===== src/rtl/mhpq_pkg.sv =====
// ----------------------------------------------------------------------------
// mhpq_pkg
// Shared types and constants of the max-heap priority queue.
// ----------------------------------------------------------------------------
`default_nettype none

package mhpq_pkg;

  localparam int KEY_W    = 32;
  localparam int COUNT_W  = 7;
  localparam int STATUS_W = 2;

  typedef enum logic {
    OP_INSERT  = 1'b0,
    OP_EXTRACT = 1'b1
  } op_t;

  typedef enum logic [STATUS_W-1:0] {
    STAT_OK    = 2'd0,
    STAT_EMPTY = 2'd1,
    STAT_FULL  = 2'd2
  } status_t;

  typedef enum logic [2:0] {
    S_IDLE,
    S_UP_RD,
    S_UP_CMP,
    S_EX_RD,
    S_EX_LD,
    S_DN_RD,
    S_DN_CMP,
    S_FIN
  } state_t;

  typedef struct packed {
    logic signed [KEY_W-1:0] key;
    status_t                 status;
    logic [COUNT_W-1:0]      count;
  } res_t;

endpackage

`default_nettype wire


===== src/rtl/mhpq_store.sv =====
// ----------------------------------------------------------------------------
// mhpq_store
// Heap entry memory: one write port, two read ports, registered read data.
// ----------------------------------------------------------------------------
`default_nettype none

module mhpq_store
  import mhpq_pkg::*;
#(
  parameter int DEPTH = 64,
  parameter int AW    = 6
) (
  input  wire logic                    clk,
  input  wire logic                    we,
  input  wire logic [AW-1:0]           waddr,
  input  wire logic signed [KEY_W-1:0] wdata,
  input  wire logic [AW-1:0]           raddr0,
  input  wire logic [AW-1:0]           raddr1,
  output      logic signed [KEY_W-1:0] rdata0,
  output      logic signed [KEY_W-1:0] rdata1
);

  logic signed [KEY_W-1:0] mem [DEPTH];

  always_ff @(posedge clk) begin
    if (we) begin
      mem[waddr] <= wdata;
    end
  end

  always_ff @(posedge clk) begin
    rdata0 <= mem[raddr0];
    rdata1 <= mem[raddr1];
  end

endmodule

`default_nettype wire


===== src/rtl/mhpq_ctrl.sv =====
// ----------------------------------------------------------------------------
// mhpq_ctrl
// Sequencer for insert (sift up) and extract (sift down) with a hole-based
// walk, plus the result register.
// ----------------------------------------------------------------------------
`default_nettype none

module mhpq_ctrl
  import mhpq_pkg::*;
#(
  parameter int CAPACITY = 64,
  parameter int AW       = 6,
  parameter int CW       = 7
) (
  input  wire logic                    clk,
  input  wire logic                    rst,
  input  wire logic                    in_valid,
  output      logic                    in_ready,
  input  wire op_t                     in_op,
  input  wire logic signed [KEY_W-1:0] in_key,
  output      logic                    out_valid,
  input  wire logic                    out_ready,
  output      res_t                    out_res,
  output      logic                    we,
  output      logic [AW-1:0]           waddr,
  output      logic signed [KEY_W-1:0] wdata,
  output      logic [AW-1:0]           raddr0,
  output      logic [AW-1:0]           raddr1,
  input  wire logic signed [KEY_W-1:0] rdata0,
  input  wire logic signed [KEY_W-1:0] rdata1
);

  localparam int IW = AW + 2;

  state_t                  state, state_next;
  logic [CW-1:0]           count, count_next;
  logic [AW-1:0]           pos, pos_next;
  logic signed [KEY_W-1:0] key, key_next;
  logic signed [KEY_W-1:0] res_key, res_key_next;
  status_t                 res_status, res_status_next;
  logic                    out_valid_next;
  res_t                    out_res_next;
  logic                    accept;

  logic [IW-1:0]           left_ix, right_ix, cnt_x;
  logic                    left_ok, right_ok;
  logic                    take_left, take_right;
  logic signed [KEY_W-1:0] left_best;
  logic [AW-1:0]           parent;

  assign accept   = in_valid && in_ready;
  assign left_ix  = IW'({pos, 1'b1});
  assign right_ix = left_ix + IW'(1);
  assign cnt_x    = IW'(count);
  assign left_ok  = left_ix < cnt_x;
  assign right_ok = right_ix < cnt_x;
  assign parent   = (pos - AW'(1)) >> 1;

  always_comb begin
    take_left  = left_ok && (rdata0 > key);
    left_best  = take_left ? rdata0 : key;
    take_right = right_ok && (rdata1 > left_best);
  end

  always_comb begin
    state_next      = state;
    count_next      = count;
    pos_next        = pos;
    key_next        = key;
    res_key_next    = res_key;
    res_status_next = res_status;
    out_valid_next  = out_valid;
    out_res_next    = out_res;
    in_ready        = (state == S_IDLE);
    we              = 1'b0;
    waddr           = pos;
    wdata           = key;
    raddr0          = left_ix[AW-1:0];
    raddr1          = right_ix[AW-1:0];

    if (out_valid && out_ready) begin
      out_valid_next = 1'b0;
    end

    case (state)
      S_IDLE: begin
        if (in_valid) begin
          res_key_next    = '0;
          res_status_next = STAT_OK;
          if (in_op == OP_INSERT) begin
            if (count == CW'(CAPACITY)) begin
              res_status_next = STAT_FULL;
              state_next      = S_FIN;
            end else begin
              key_next   = in_key;
              pos_next   = count[AW-1:0];
              count_next = count + CW'(1);
              state_next = S_UP_RD;
            end
          end else begin
            if (count == '0) begin
              res_status_next = STAT_EMPTY;
              state_next      = S_FIN;
            end else begin
              state_next = S_EX_RD;
            end
          end
        end
      end
      S_UP_RD: begin
        raddr0 = parent;
        if (pos == '0) begin
          we         = 1'b1;
          state_next = S_FIN;
        end else begin
          state_next = S_UP_CMP;
        end
      end
      S_UP_CMP: begin
        we = 1'b1;
        if (key > rdata0) begin
          wdata      = rdata0;
          pos_next   = parent;
          state_next = S_UP_RD;
        end else begin
          state_next = S_FIN;
        end
      end
      S_EX_RD: begin
        raddr0     = '0;
        raddr1     = AW'(count - CW'(1));
        state_next = S_EX_LD;
      end
      S_EX_LD: begin
        res_key_next = rdata0;
        key_next     = rdata1;
        count_next   = count - CW'(1);
        pos_next     = '0;
        state_next   = S_DN_RD;
      end
      S_DN_RD: begin
        state_next = S_DN_CMP;
      end
      S_DN_CMP: begin
        we = 1'b1;
        if (take_right) begin
          wdata      = rdata1;
          pos_next   = right_ix[AW-1:0];
          state_next = S_DN_RD;
        end else if (take_left) begin
          wdata      = rdata0;
          pos_next   = left_ix[AW-1:0];
          state_next = S_DN_RD;
        end else begin
          state_next = S_FIN;
        end
      end
      S_FIN: begin
        if (!out_valid || out_ready) begin
          out_valid_next = 1'b1;
          out_res_next   = '{key: res_key, status: res_status, count: COUNT_W'(count)};
          state_next     = S_IDLE;
        end
      end
      default: begin
        state_next = S_IDLE;
      end
    endcase
  end

  always_ff @(posedge clk) begin
    if (rst) begin
      state     <= S_IDLE;
      count     <= '0;
      out_valid <= 1'b0;
    end else begin
      state     <= state_next;
      count     <= count_next;
      out_valid <= out_valid_next;
    end
  end

  always_ff @(posedge clk) begin
    pos        <= pos_next;
    key        <= key_next;
    res_key    <= res_key_next;
    res_status <= res_status_next;
    out_res    <= out_res_next;
  end

  a_count_range: assert property (@(posedge clk) disable iff (rst)
    count <= CW'(CAPACITY))
    else $error("entry count above capacity");

  a_one_at_a_time: assert property (@(posedge clk) disable iff (rst)
    accept |=> !in_ready)
    else $error("second item taken while one is in flight");

  a_write_busy: assert property (@(posedge clk) disable iff (rst)
    we |-> (state == S_UP_RD || state == S_UP_CMP || state == S_DN_CMP))
    else $error("memory write outside a sift step");

  a_count_change: assert property (@(posedge clk) disable iff (rst)
    (count != $past(count)) |-> ($past(accept) || $past(state) == S_EX_LD))
    else $error("entry count changed outside insert or extract");

endmodule

`default_nettype wire


===== src/rtl/max_heap_priority_queue.sv =====
// ----------------------------------------------------------------------------
// max_heap_priority_queue
// Binary max-heap priority queue of signed 32-bit keys in a block memory.
//
//  channel  dir  tdata (low bit up)                   tuser
//  s_axis   in   key_in[31:0]                         op (0 insert, 1 extract)
//  m_axis   out  key_out[31:0], count_after[38:32]    status[1:0]
//
// One transaction at a time: the input is closed from acceptance until the
// result is loaded. Each swap of a sift runs a memory read state and then a
// compare/write state; a sift makes at most log2(CAPACITY) swaps.
// Refused or empty-heap transactions skip the memory and go straight to
// the result.
// Reset clears the entry count; no memory clearing pass is needed.
// A stalled output holds the result in its register; the input stays closed
// until that result can be loaded.
// ----------------------------------------------------------------------------
`default_nettype none

module max_heap_priority_queue
  import mhpq_pkg::*;
#(
  parameter int CAPACITY = 64
) (
  input  wire logic        clk,
  input  wire logic        rst,
  input  wire logic        s_axis_tvalid,
  output      logic        s_axis_tready,
  input  wire logic [31:0] s_axis_tdata,   // key_in[31:0]
  input  wire logic [0:0]  s_axis_tuser,   // op[0]
  output      logic        m_axis_tvalid,
  input  wire logic        m_axis_tready,
  output      logic [39:0] m_axis_tdata,   // key_out[31:0], count_after[38:32], zero[39]
  output      logic [1:0]  m_axis_tuser    // status[1:0]
);

  localparam int AW = (CAPACITY > 1) ? $clog2(CAPACITY) : 1;
  localparam int CW = $clog2(CAPACITY + 1);

  logic                    we;
  logic [AW-1:0]           waddr, raddr0, raddr1;
  logic signed [KEY_W-1:0] wdata, rdata0, rdata1;
  res_t                    res;

  mhpq_store #(
    .DEPTH (CAPACITY),
    .AW    (AW)
  ) u_store (
    .clk    (clk),
    .we     (we),
    .waddr  (waddr),
    .wdata  (wdata),
    .raddr0 (raddr0),
    .raddr1 (raddr1),
    .rdata0 (rdata0),
    .rdata1 (rdata1)
  );

  mhpq_ctrl #(
    .CAPACITY (CAPACITY),
    .AW       (AW),
    .CW       (CW)
  ) u_ctrl (
    .clk       (clk),
    .rst       (rst),
    .in_valid  (s_axis_tvalid),
    .in_ready  (s_axis_tready),
    .in_op     (op_t'(s_axis_tuser[0])),
    .in_key    (s_axis_tdata),
    .out_valid (m_axis_tvalid),
    .out_ready (m_axis_tready),
    .out_res   (res),
    .we        (we),
    .waddr     (waddr),
    .wdata     (wdata),
    .raddr0    (raddr0),
    .raddr1    (raddr1),
    .rdata0    (rdata0),
    .rdata1    (rdata1)
  );

  assign m_axis_tdata = {1'b0, res.count, res.key};
  assign m_axis_tuser = res.status;

endmodule

`default_nettype wire

===== config.mk =====
export PLATFORM = sky130hd
export DESIGN_NAME = max_heap_priority_queue
export DESIGN_NICKNAME = d
export VERILOG_FILES = /design/src/rtl/mhpq_pkg.sv /design/src/rtl/mhpq_store.sv /design/src/rtl/mhpq_ctrl.sv /design/src/rtl/max_heap_priority_queue.sv
export SDC_FILE = /design/constraint.sdc
export NUM_CORES = 2
export LEC_CHECK = 0
export BUFFER_PORTS_ARGS = -buffer_cell sky130_fd_sc_hd__buf_2
export CORE_ASPECT_RATIO = 0.6
export CORE_MARGIN = 8
export CORE_UTILIZATION = 40
export CTS_CLUSTER_DIAMETER = 150
export DETAILED_ROUTE_END_ITERATION = 6
export PLACE_DENSITY_LB_ADDON = 0.2
export SLEW_MARGIN = 20
export SYNTH_ARGS = -nofsm -noshare
export SYNTH_HDL_FRONTEND = slang
export SYNTH_HIERARCHICAL = 1
export SYNTH_SLANG_ARGS = --single-unit

===== constraint.sdc =====
create_clock -name clk -period 11 [get_ports clk]
set_clock_uncertainty 0.2 [all_clocks]
set_input_delay 0.55 -clock clk [delete_from_list [all_inputs] [get_ports clk]]
set_output_delay 0.55 -clock clk [all_outputs]
set_load 0.02 [all_outputs]

==> impl_metrics.py <==
metrics = {
    "worst_setup_path": {
        "ff2ff_setup_slack_ns": 2.87,
        "endpoint_kind": "register",
        "endpoint": "u_store/mem[26][6]",
        "required_ns": 11.35,
        "critPathBufInv": 2,
        "r2r-end": "u_store/mem[26][6]",
        "cpMaxStageDelayCell": "or3_2",
        "setup.worst_path.start": "u_ctrl/key[31]",
        "critPathKind": "register to register",
        "reg2reg_depth": 19,
        "path_depth": 19,
        "r2r-start": "u_ctrl/key[31]",
        "startpoint_type": "register",
        "crit_path_max_incr_delay_ns": 0.77,
        "worstPathMaxFanout": 66,
        "crit_family": "simple AND/OR/NAND/NOR gates",
        "worstPathArrival_ns": 8.49,
        "path_cells": "ha_1 > nand4_2 > nor3_2 > nand4_1 > or3_4 > nand4_1 > buf_4 > and3_4 > o21ai_0 > ha_1 > nor2b_1 > o211ai_1 > a2111oi_0 > o31ai_1 > and3_1 > or3_2 > o211a_1 > o211ai_1 > buf_4",
    },
    "global_route": {
        "grt_start_max_net_pins": 103,
        "antenna_found_initial": 23,
        "grt_pass1_wl_um": 520000,
        "grt_overflow": 0,
        "grt_pass1_vias": 60278,
        "grt_usage": 0.267,
    },
    "die": {
        "dieArea_um2": 279000,
        "core_um2": 261000,
        "initial_core_util": 0.403,
        "num_io_pins": 81,
        "num_rows": 145,
        "die_h_um": 413,
        "fp.dieW_um": 677,
    },
    "route": {
        "vias": 63003,
        "antenna_left": 0,
        "wl_per_cell_um": 41.5,
        "avgViaCountPerCell": 6.84,
        "drc": 1,
        "routed_wirelength_um": 382000,
        "detail_route.first_pass.iterations": 7,
        "drt_iter0_drc": 10580,
    },
    "power_and_ir_drop": {
        "p_sw_uw": 16600,
        "pwr-share-clk": 0.185,
        "power_switching_share": 0.421,
        "seq_power_share": 0.326,
        "comb_power_share": 0.488,
        "ir_worst_vdd_uv": 325,
        "power.leakage_uw": 0.0369,
        "internal_power_uw": 22700,
        "powerDensity_nw_per_um2": 336,
        "power.total_uw": 39300,
    },
    "synthesis": {
        "synth_top_flop_cell": "edfxtp_1",
        "synth_top_area_frac": 0.619,
        "synth_edf_count": 2161,
        "synthTopCellsByArea": "edfxtp_1 62%, mux4_2 24%, mux2i_1 2.0%",
        "yosysMostFrequentCell": "edfxtp_1",
        "synthesis.nets": 5585,
        "synth_cell_types": 72,
        "synth_common_cells": "2161 x edfxtp_1, 1124 x mux4_2, 257 x nand2_1, 206 x mux2i_1, 198 x clkbuf_1",
        "yosysTopAreaCell": "edfxtp_1",
        "syn_avg_cell_area_um2": 19.2,
        "seq_area_frac_synth": 0.633,
        "postSynthCellCount": 5467,
        "netlist_area_um2": 105000,
        "synth_seq_cells": 2236,
        "synthArstFlopShare": 0,
        "yosys_warnings": 6,
    },
    "timing": {
        "maxClockFrequency_mhz": 123,
        "grt_setup_unrepaired": "no",
        "tightest_slew_ns": 1.26,
        "relSlewSlack": 0.157,
        "setup_viol": 0,
        "final.min_clock_period_ns": 8.13,
        "slew_violations": 0,
        "finalHoldViolations": 0,
        "period_share": 0.739,
        "setup_tns_ns": 0,
    },
    "clock_tree": {
        "cts_tree": "done",
        "clkTransAtPathRegs_ns": 0.07,
        "cts.sinks": 2236,
        "insertion_delay_ns": 0.88,
        "numCtsBuffers": 207,
        "postCtsSetupRepairBufs": 0,
        "root_buffer": "clkbuf_16",
        "cts-htree-levels": 4,
        "clock_path_buffers": 4,
    },
    "run_status": {
        "status": "finished, violations left",
        "violations": "DRC",
    },
    "place": {
        "hpwlAfterDp_um": 226000,
        "place_area_um2": 110000,
        "dp_cells": 8784,
        "gp_congestion": 0.949,
        "portBuffers": 79,
    },
    "layout": {
        "final_area_um2": 117000,
        "areaGrowthSynthToFinish_pct": 11.6,
        "stdcell_count": 9207,
        "layout-drive-gt1-share": 0.322,
        "layout.nets": 5695,
    },
    "min_path": {
        "min_path_type": "register to register",
    },
    "flow_run": {
        "drv_cap": 0,
    },
}
[layout make-up]
class,instances,area (µm²)
repair buffers,326,2600
diodes,13,32.5
flip-flops and latches,2236,66400
clock buffers,262,5590
inverters,82,308
clock inverters,110,972
multi-input cells,2724,36800
well taps,3454,4320
fillers,21988,143000
[metrics by stage]
stage / hold WS [ns] / setup WS [ns] / util
6_report: 0.222 / 2.87 / 0.449
5_1_grt: 0.229 / 2.68 / 0.449
4_1_cts: 0.216 / 3.23 / 0.449
3_5_place_dp: 0.208 / 3.26 / 0.422
3_3_place_gp: 0.203 / 3.17 / 0.422
2_1_floorplan: 0.200 / 2.01 / -
[power groups by stage]
stage | combinational, µW | sequential [µW] | clock (µW)
after CTS | 18800 | 12800 | 7360
after global placement | 18700 | 12900 | 0
after global routing | 19900 | 12800 | 7670
final | 19200 | 12800 | 7290
after detailed placement | 18700 | 13000 | 0
after floorplan | 11400 | 13000 | 0
[cell usage in the layout (no fill, tap or decap), types with 75 or more instances in the layout]
cell type / n
a21oi_1: 101
a22oi_1: 87
buf_2: 79
buf_4: 192
clkbuf_16: 211
dfxtp_1: 75
edfxtp_1: 2161
ha_1: 81
inv_1: 80
mux2i_1: 205
mux4_2: 1124
nand2_1: 256
o21ai_0: 104
[repair_timing]
| action | CTS | global route |
|---|---|---|
| setup endpoints to repair | 0 | 0 |
| hold buffers | 36 | 0 |
| gates resized for setup | 0 | 0 |
| endpoints found under the hold margin | 46 | 0 |
[how the worst min path moves through the flow]
stage	from	cells past startpoint	slack (ns)	to
after detailed placement	u_ctrl/res_key[9]	0	0.21	u_ctrl/out_res[18]
after global routing	u_ctrl/res_key[9]	0	0.23	u_ctrl/out_res[18]
after CTS	u_ctrl/res_key[31]	0	0.22	u_ctrl/out_res[40]
final	u_ctrl/res_key[9]	0	0.22	u_ctrl/out_res[18]
after floorplan	u_ctrl/res_key[1]	0	0.20	u_ctrl/out_res[10]
after global placement	u_ctrl/res_key[24]	0	0.20	u_ctrl/out_res[33]
[cells by family after synthesis]
logic type	synth area share
compound gates	0.0413
xor+xnor	0.00142
fa+ha+maj	0.00966
buf+inv	0.0228
flops	0.633
mux	0.265
other cells	0.0000357
simple gates	0.0268
[state kept, by name (all words and copies together), names as in the netlist]
register / flops
u_ctrl/state: 3
u_store/rdata1: 32
u_store/mem: 2048
u_store/rdata0: 32
u_ctrl/waddr: 6
u_ctrl/res_key: 32
u_ctrl/out_valid: 1
u_ctrl/out_res: 41
u_ctrl/key: 32
u_ctrl/count: 7
u_ctrl/res_status: 2
[layer usage]
metal | part of all wire | wire length (µm) | GRT usage
met1 | 0.41 | 155000 | 0.386
met4 | 0.034 | 13100 | 0.0792
met5 | 0.000071 | 27 | 0
met2 | 0.42 | 159000 | 0.373
met3 | 0.14 | 55000 | 0.100
Power figures use the tool's default switching activity.
